==> config.mk <==
export PLATFORM = sky130hd
export DESIGN_NAME = sorted_value_table
export DESIGN_NICKNAME = d
export VERILOG_FILES = /design/src/svt_pkg.sv /design/src/svt_cell.sv /design/src/sorted_value_table.sv
export SDC_FILE = /design/constraint.sdc
export NUM_CORES = 2
export LEC_CHECK = 0
export BUFFER_PORTS_ARGS = -buffer_cell sky130_fd_sc_hd__buf_2
export CAP_MARGIN = 10
export CORE_MARGIN = 4
export CORE_UTILIZATION = 54
export CTS_CLUSTER_SIZE = 20
export DETAILED_ROUTE_END_ITERATION = 7
export GPL_ROUTABILITY_DRIVEN = 0
export PLACE_DENSITY_LB_ADDON = 0.05
export SYNTH_ARGS = -nofsm -noshare
export SYNTH_HDL_FRONTEND = slang
export SYNTH_SLANG_ARGS = --single-unit
==> constraint.sdc <==
create_clock -name clk -period 6 [get_ports clk]
set_input_delay 0.6 -clock clk [delete_from_list [all_inputs] [get_ports clk]]
set_output_delay 0.6 -clock clk [all_outputs]
set_load 0.02 [all_outputs]
==> src/svt_pkg.sv <==
// shared types and constants for the sorted value table
// no dependencies
package svt_pkg;

	localparam int VALUE_W = 32;
	localparam int COUNT_W = 5;

	typedef enum logic [1:0] {
		KIND_INSERT = 2'd0,
		KIND_REMOVE = 2'd1,
		KIND_CLEAR  = 2'd2
	} kind_t;

	typedef enum logic [1:0] {
		ST_DONE      = 2'd0,
		ST_NOT_FOUND = 2'd1,
		ST_FULL      = 2'd2,
		ST_EMPTY     = 2'd3
	} status_t;

	// per-cycle command broadcast to every cell
	typedef struct packed {
		logic ins;
		logic rem;
		logic clr;
	} cell_op_t;

endpackage

==> src/svt_cell.sv <==
// one slot of the sorted table: occupancy bit, stored value, compare and shift
// depends on svt_pkg
module svt_cell (
	input  logic                                clk,
	input  logic                                arst_n,
	input  svt_pkg::cell_op_t                   op,
	input  logic signed [svt_pkg::VALUE_W-1:0]  value,
	input  logic                                left_valid,
	input  logic signed [svt_pkg::VALUE_W-1:0]  left_data,
	input  logic                                left_lt,
	input  logic                                right_valid,
	input  logic signed [svt_pkg::VALUE_W-1:0]  right_data,
	input  logic                                found,
	output logic                                valid,
	output logic signed [svt_pkg::VALUE_W-1:0]  data,
	output logic                                lt,
	output logic                                hit,
	output logic                                valid_nxt,
	output logic signed [svt_pkg::VALUE_W-1:0]  data_nxt
);
	import svt_pkg::*;

	logic                      valid_q;
	logic signed [VALUE_W-1:0] data_q;

	assign valid = valid_q;
	assign data  = data_q;
	// occupied and strictly below the request value
	assign lt    = valid_q && (data_q < value);
	// first slot not below the value holds an equal copy
	assign hit   = left_lt && !lt && valid_q && (data_q == value);

	always_comb begin
		valid_nxt = valid_q;
		data_nxt  = data_q;
		priority if (op.clr) begin
			valid_nxt = 1'b0;
		end else if (op.ins && !lt) begin
			valid_nxt = valid_q | left_valid;
			data_nxt  = left_lt ? value : left_data;
		end else if (op.rem && found && !lt) begin
			valid_nxt = right_valid;
			data_nxt  = right_data;
		end
	end

	always_ff @(posedge clk or negedge arst_n) begin
		if (!arst_n) begin
			valid_q <= 1'b0;
		end else begin
			valid_q <= valid_nxt;
		end
	end

	always_ff @(posedge clk) begin
		data_q <= data_nxt;
	end

endmodule

==> src/sorted_value_table.sv <==
// top level of the sorted value table: row of compare-and-shift cells plus result register
// depends on svt_pkg and svt_cell
//
//  channel   direction  handshake              payload
//  request   in         in_valid / in_ready    kind, value
//  result    out        out_valid / out_ready  status, entry_count, smallest_valid,
//                                              smallest_value
//
// every request is finished in the cycle it is accepted: all cells compare the
// broadcast value in parallel and shift toward their neighbor together
// the result is registered and appears in the next cycle; one request per cycle while
// out_ready stays high, set by the single result register
// a stalled result blocks new requests until it is taken
// reset empties the table (occupancy bits and count); stored values need no reset
module sorted_value_table #(
	parameter int CAPACITY = 16
) (
	input  logic                                clk,
	input  logic                                arst_n,
	input  logic                                in_valid,
	output logic                                in_ready,
	input  logic [1:0]                          kind,
	input  logic signed [svt_pkg::VALUE_W-1:0]  value,
	output logic                                out_valid,
	input  logic                                out_ready,
	output logic [1:0]                          status,
	output logic [svt_pkg::COUNT_W-1:0]         entry_count,
	output logic                                smallest_valid,
	output logic signed [svt_pkg::VALUE_W-1:0]  smallest_value
);
	import svt_pkg::*;

	localparam int CNT_W = $clog2(CAPACITY + 1);

	// cell row wiring
	logic [CAPACITY-1:0]       cv, clt, chit, cvn;
	logic signed [VALUE_W-1:0] cd  [CAPACITY];
	logic signed [VALUE_W-1:0] cdn [CAPACITY];

	logic                      accept;
	logic                      found, full, empty;
	cell_op_t                  op;
	status_t                   status_nxt;
	logic [CNT_W-1:0]          count_q, count_nxt;
	logic [CNT_W+COUNT_W-1:0]  count_wide;

	logic                      out_valid_q;
	logic [1:0]                status_q;
	logic [COUNT_W-1:0]        entry_count_q;
	logic                      smallest_valid_q;
	logic signed [VALUE_W-1:0] smallest_value_q;

	assign in_ready = !out_valid_q || out_ready;
	assign accept   = in_valid && in_ready;

	// occupancy is a thermometer, so the ends tell full and empty
	assign full  = cv[CAPACITY-1];
	assign empty = !cv[0];
	assign found = |chit;

	assign op.ins = accept && (kind == KIND_INSERT) && !full;
	assign op.rem = accept && (kind == KIND_REMOVE);
	assign op.clr = accept && (kind == KIND_CLEAR);

	for (genvar i = 0; i < CAPACITY; i++) begin : g_cell
		logic                      l_valid, l_lt, r_valid;
		logic signed [VALUE_W-1:0] l_data, r_data;
		if (i == 0) begin : g_head
			// the head cell sees an always-smaller neighbor on its left
			assign l_valid = 1'b1;
			assign l_lt    = 1'b1;
			assign l_data  = '0;
		end else begin : g_mid
			assign l_valid = cv[i-1];
			assign l_lt    = clt[i-1];
			assign l_data  = cd[i-1];
		end
		if (i == CAPACITY - 1) begin : g_tail
			assign r_valid = 1'b0;
			assign r_data  = '0;
		end else begin : g_body
			assign r_valid = cv[i+1];
			assign r_data  = cd[i+1];
		end
		svt_cell u_cell (
			.clk        (clk),
			.arst_n     (arst_n),
			.op         (op),
			.value      (value),
			.left_valid (l_valid),
			.left_data  (l_data),
			.left_lt    (l_lt),
			.right_valid(r_valid),
			.right_data (r_data),
			.found      (found),
			.valid      (cv[i]),
			.data       (cd[i]),
			.lt         (clt[i]),
			.hit        (chit[i]),
			.valid_nxt  (cvn[i]),
			.data_nxt   (cdn[i])
		);
	end

	// status and count for the accepted request
	always_comb begin
		status_nxt = ST_DONE;
		count_nxt  = count_q;
		if (accept) begin
			unique case (kind)
				KIND_INSERT: begin
					if (full) begin
						status_nxt = ST_FULL;
					end else begin
						count_nxt = count_q + CNT_W'(1);
					end
				end
				KIND_REMOVE: begin
					if (found) begin
						count_nxt = count_q - CNT_W'(1);
					end else begin
						status_nxt = ST_NOT_FOUND;
					end
				end
				KIND_CLEAR: begin
					if (empty) begin
						status_nxt = ST_EMPTY;
					end
					count_nxt = '0;
				end
				default: begin
					// unused code: no change, reported as done
				end
			endcase
		end
	end

	// count field carries the low bits of the count
	assign count_wide = {{COUNT_W{1'b0}}, count_nxt};

	always_ff @(posedge clk or negedge arst_n) begin
		if (!arst_n) begin
			count_q     <= '0;
			out_valid_q <= 1'b0;
		end else begin
			count_q <= count_nxt;
			if (accept) begin
				out_valid_q <= 1'b1;
			end else if (out_ready) begin
				out_valid_q <= 1'b0;
			end
		end
	end

	// result payload, taken from the post-update head cell
	always_ff @(posedge clk) begin
		if (accept) begin
			status_q         <= status_nxt;
			entry_count_q    <= count_wide[COUNT_W-1:0];
			smallest_valid_q <= cvn[0];
			smallest_value_q <= cvn[0] ? cdn[0] : '0;
		end
	end

	assign out_valid      = out_valid_q;
	assign status         = status_q;
	assign entry_count    = entry_count_q;
	assign smallest_valid = smallest_valid_q;
	assign smallest_value = smallest_value_q;

endmodule

==> reports/results.txt <==
status - complete, no violations
total negative slack - 0 ps
CP startpoint - g_cell[12].u_cell.data[7]$_DFFE_PP_
nets - 4946
multi-input logic area - 0.0231 mm^2
I/O Pins - 80
Crit path arrival time - 5780 ps
Core Rows - 100
Synth Cell Area - 0.0408 mm^2
crit path max fanout - 17
clock-pin slew on the worst setup and hold paths - 60 ps
Pleak - 17.8 nW
Die Area - 0.0801 mm^2
Internal - 8.45 mW
Root Driver - clkbuf_16
Chip Width - 283 um
WHS - 192 ps
# fillers - 6438
first-pass GRT wire length - 188 mm
Comb power frac - 24.4%
path depth of the worst reg2reg path - 15
Synthesized Nets - 4858
largest net degree at the start of global routing - 97
# DRC - 0
pwr/cell area - 272 mW/mm^2
share of total power in sequential cells - 41.8%
worst vdd rail ir drop - 208 uV
synthesis-to-finish area growth - 12.0%
met2 routed WL - 54.6 mm
CTS sink count - 574
port bufs - 79
TritonCTS clock tree - built
Post-synth top flop - edfxtp_1
routed wl met3 - 8.46 mm
DRT iter0 DRCs - 2929
total gr overflow - 0
syn avg cell area - 9.48 um^2
Final HPWL DP - 94.7 mm
max-cap violation count - 0
fin crit share - 91.3%
Clock Skews - 32.7 ps
wire per inst - 22.5 um
Crit. End Element - flip-flop
post-cts resize count - 0
WL final - 122 mm
asr flop ratio synth - 3.83%
WHS Path Cells - 2
Worst-Skew Late Latency - 620 ps
Final Instance Count excl. Fillers - 5421
Slew Viols, Final - 0
die height - 283 um
Via Count - 33900
number of global-route vias before repair - 32200
fmax - 0.182 GHz
P_sw - 4.01 mW
Final setup viols - 0
Setup CP Type - reg2reg
initial antenna violation count - 3
Final min period - 5480 ps
design area - 0.0457 mm^2
core area - 0.0747 mm^2
post-synthesis cell type count - 77
Crit path required time - 6300 ps
Inserted Clock Buffers - 70
DP Area - 0.0435 mm^2
Final Hold Viols - 0
DRT met1 WL - 55.1 mm
worst slew pin tran - 1140 ps
Slew HR - 23.8%
HP Class - in2reg
Post-synth EDFFs - 520
Crit Reg-Reg Startpoint - g_cell[12].u_cell.data[7]$_DFFE_PP_
Max clock buf depth - 3
RSZ-0062 raised after global routing - false
startpoint types - flip-flop
HP Start - in_valid
drt via density - 6.25
Initial Util - 54.7%
post-route ant nets - 0
sequential fraction of the synthesis area - 41.2%
Inst Count DP - 5290
switch share - 32.2%
layout cell share with drive strength beyond 1 - 9.78%
DR top layer - met4
Register Area - 0.0168 mm^2
DR pass1 iterations - 6
Synth warnings - 0
Syn Inst Count - 4306
H-tree depth - 3
Yosys reg bits - 574
gr usage total - 29.5%
clock power share - 33.8%
total design power - 12.5 mW
==> logic make-up (layout without fill, tap and decap cells) <==
family / count (synthesis) / in the layout / synth area share, %
buf+inv: 328 / 472 / 3.10
simple gates: 1402 / 1402 / 15.7
xor+xnor: 1 / 1 / 0.0215
compound gates: 1173 / 1173 / 16.5
other cells: 0 / 2 / 0
mux: 314 / 314 / 7.72
flops: 574 / 574 / 41.2
fa+ha+maj: 514 / 514 / 15.8
==> layout by cell type (no fill, tap or decap), types with 8 or more instances in the layout <==
cell / count
a211oi_1: 62
a21boi_0: 11
a21o_1: 49
a21oi_1: 744
a221o_1: 15
a221oi_1: 21
a31oi_1: 37
and3_1: 13
and4_1: 24
buf_12: 20
buf_2: 79
buf_4: 168
clkbuf_1: 20
clkbuf_16: 75
clkinv_1: 13
clkinv_2: 9
dfrtp_1: 22
dfxtp_1: 32
edfxtp_1: 520
ha_1: 514
inv_1: 75
mux2i_1: 305
nand2_1: 181
nand2b_1: 13
nand3_1: 87
nand4_1: 126
nor2_1: 731
nor2_4: 11
nor2b_1: 22
nor3_1: 60
nor4_1: 52
nor4_2: 8
o211ai_1: 17
o21ai_0: 134
o21bai_1: 10
or3_1: 9
or4_1: 10
==> critical path: stages, from the launching register on <==
cell and delay [ps]:
edfxtp_1 480, ha_1 350, a21oi_1 140, o21ai_0 130, a221o_1 400, a211o_1 380
a2111oi_0 770, buf_4 250, mux2i_4 310, mux2i_1 240, and4_1 280, nand3_1 110
o21ai_2 110, buf_12 180, nor2_2 760, buf_12 250
==> final cells by class <==
type | count | area share, %
Inverter | 76 | 0.624
Sequential cell | 574 | 36.8
Clock inverter | 29 | 0.487
Antenna cell | 2 | 0.0110
Clock buffer | 99 | 4.39
Multi-Input combinational cell | 3404 | 50.5
Tap cell | 969 | 2.65
Timing Repair Buffer | 268 | 4.52
==> power by group through the flow <==
stage	Sequential [mW]	Clock (mW)	Combinational [mW]
floorplan	5.19	0	2.06
global placement	5.27	0	2.94
detailed placement	5.27	0	2.99
CTS	5.20	4.26	3.01
global route	5.25	4.44	3.38
finish	5.21	4.21	3.03
==> flip-flops by register name (all words and copies together), names as in the netlist <==
| register | count |
|---|---|
| g_cell.u_cell.data | 512 |
| smallest_value | 32 |
| g_cell.u_cell.valid | 16 |
| count_q | 5 |
| entry_count | 5 |
| status | 2 |
| out_valid | 1 |
| smallest_valid | 1 |
==> synth_stat cells (all sizes together), types with 60 or more instances <==
| master | instances | area [um^2] |
|---|---|---|
| nor2 | 749 | 2810 |
| a21oi | 747 | 3740 |
| edfxtp | 520 | 15600 |
| ha | 514 | 6430 |
| mux2i | 310 | 3100 |
| clkbuf | 218 | 818 |
| nand2 | 184 | 691 |
| o21ai | 135 | 676 |
| nand4 | 126 | 788 |
| nand3 | 91 | 455 |
| inv | 76 | 285 |
| a211oi | 64 | 485 |
| nor3 | 62 | 310 |
| nor4 | 60 | 425 |
==> per-stage QoR <==
stage | utilization (%) | setup WS (ps)
3_3_place_gp | 58.2 | -41.2
4_1_cts | 61.2 | 514
5_1_grt | 61.2 | 302
3_5_place_dp | 58.2 | -49.0
6_report | 61.2 | 520
2_1_floorplan | - | 118
==> per-layer routing <==
layer  vias to the layer above  GRT usage, %
met5                         -             0
met4                         0          9.07
met3                       203          3.63
met2                      1232          47.0
met1                     16000          42.2
li1                      16500             -
==> timing repair <==
item                                   in CTS  in global routing
hold buffers                                1                  0
endpoints found under the hold margin      16                  0
buffers inserted                            0                  0
==> final timing paths <==
kind	end	slack (ps)
max	g_cell[2].u_cell.data[6]$_DFFE_PP_	520
min	out_valid$_DFFE_PN0P_	190
max reg2reg	g_cell[2].u_cell.data[6]$_DFFE_PP_	520
min reg2reg	g_cell[0].u_cell.data[0]$_DFF_P_	530
max in group asynchronous	g_cell[10].u_cell.valid$_DFFE_PN0P_	5010
min in group asynchronous	out_valid$_DFFE_PN0P_	540
Power figures use the tool's default switching activity.
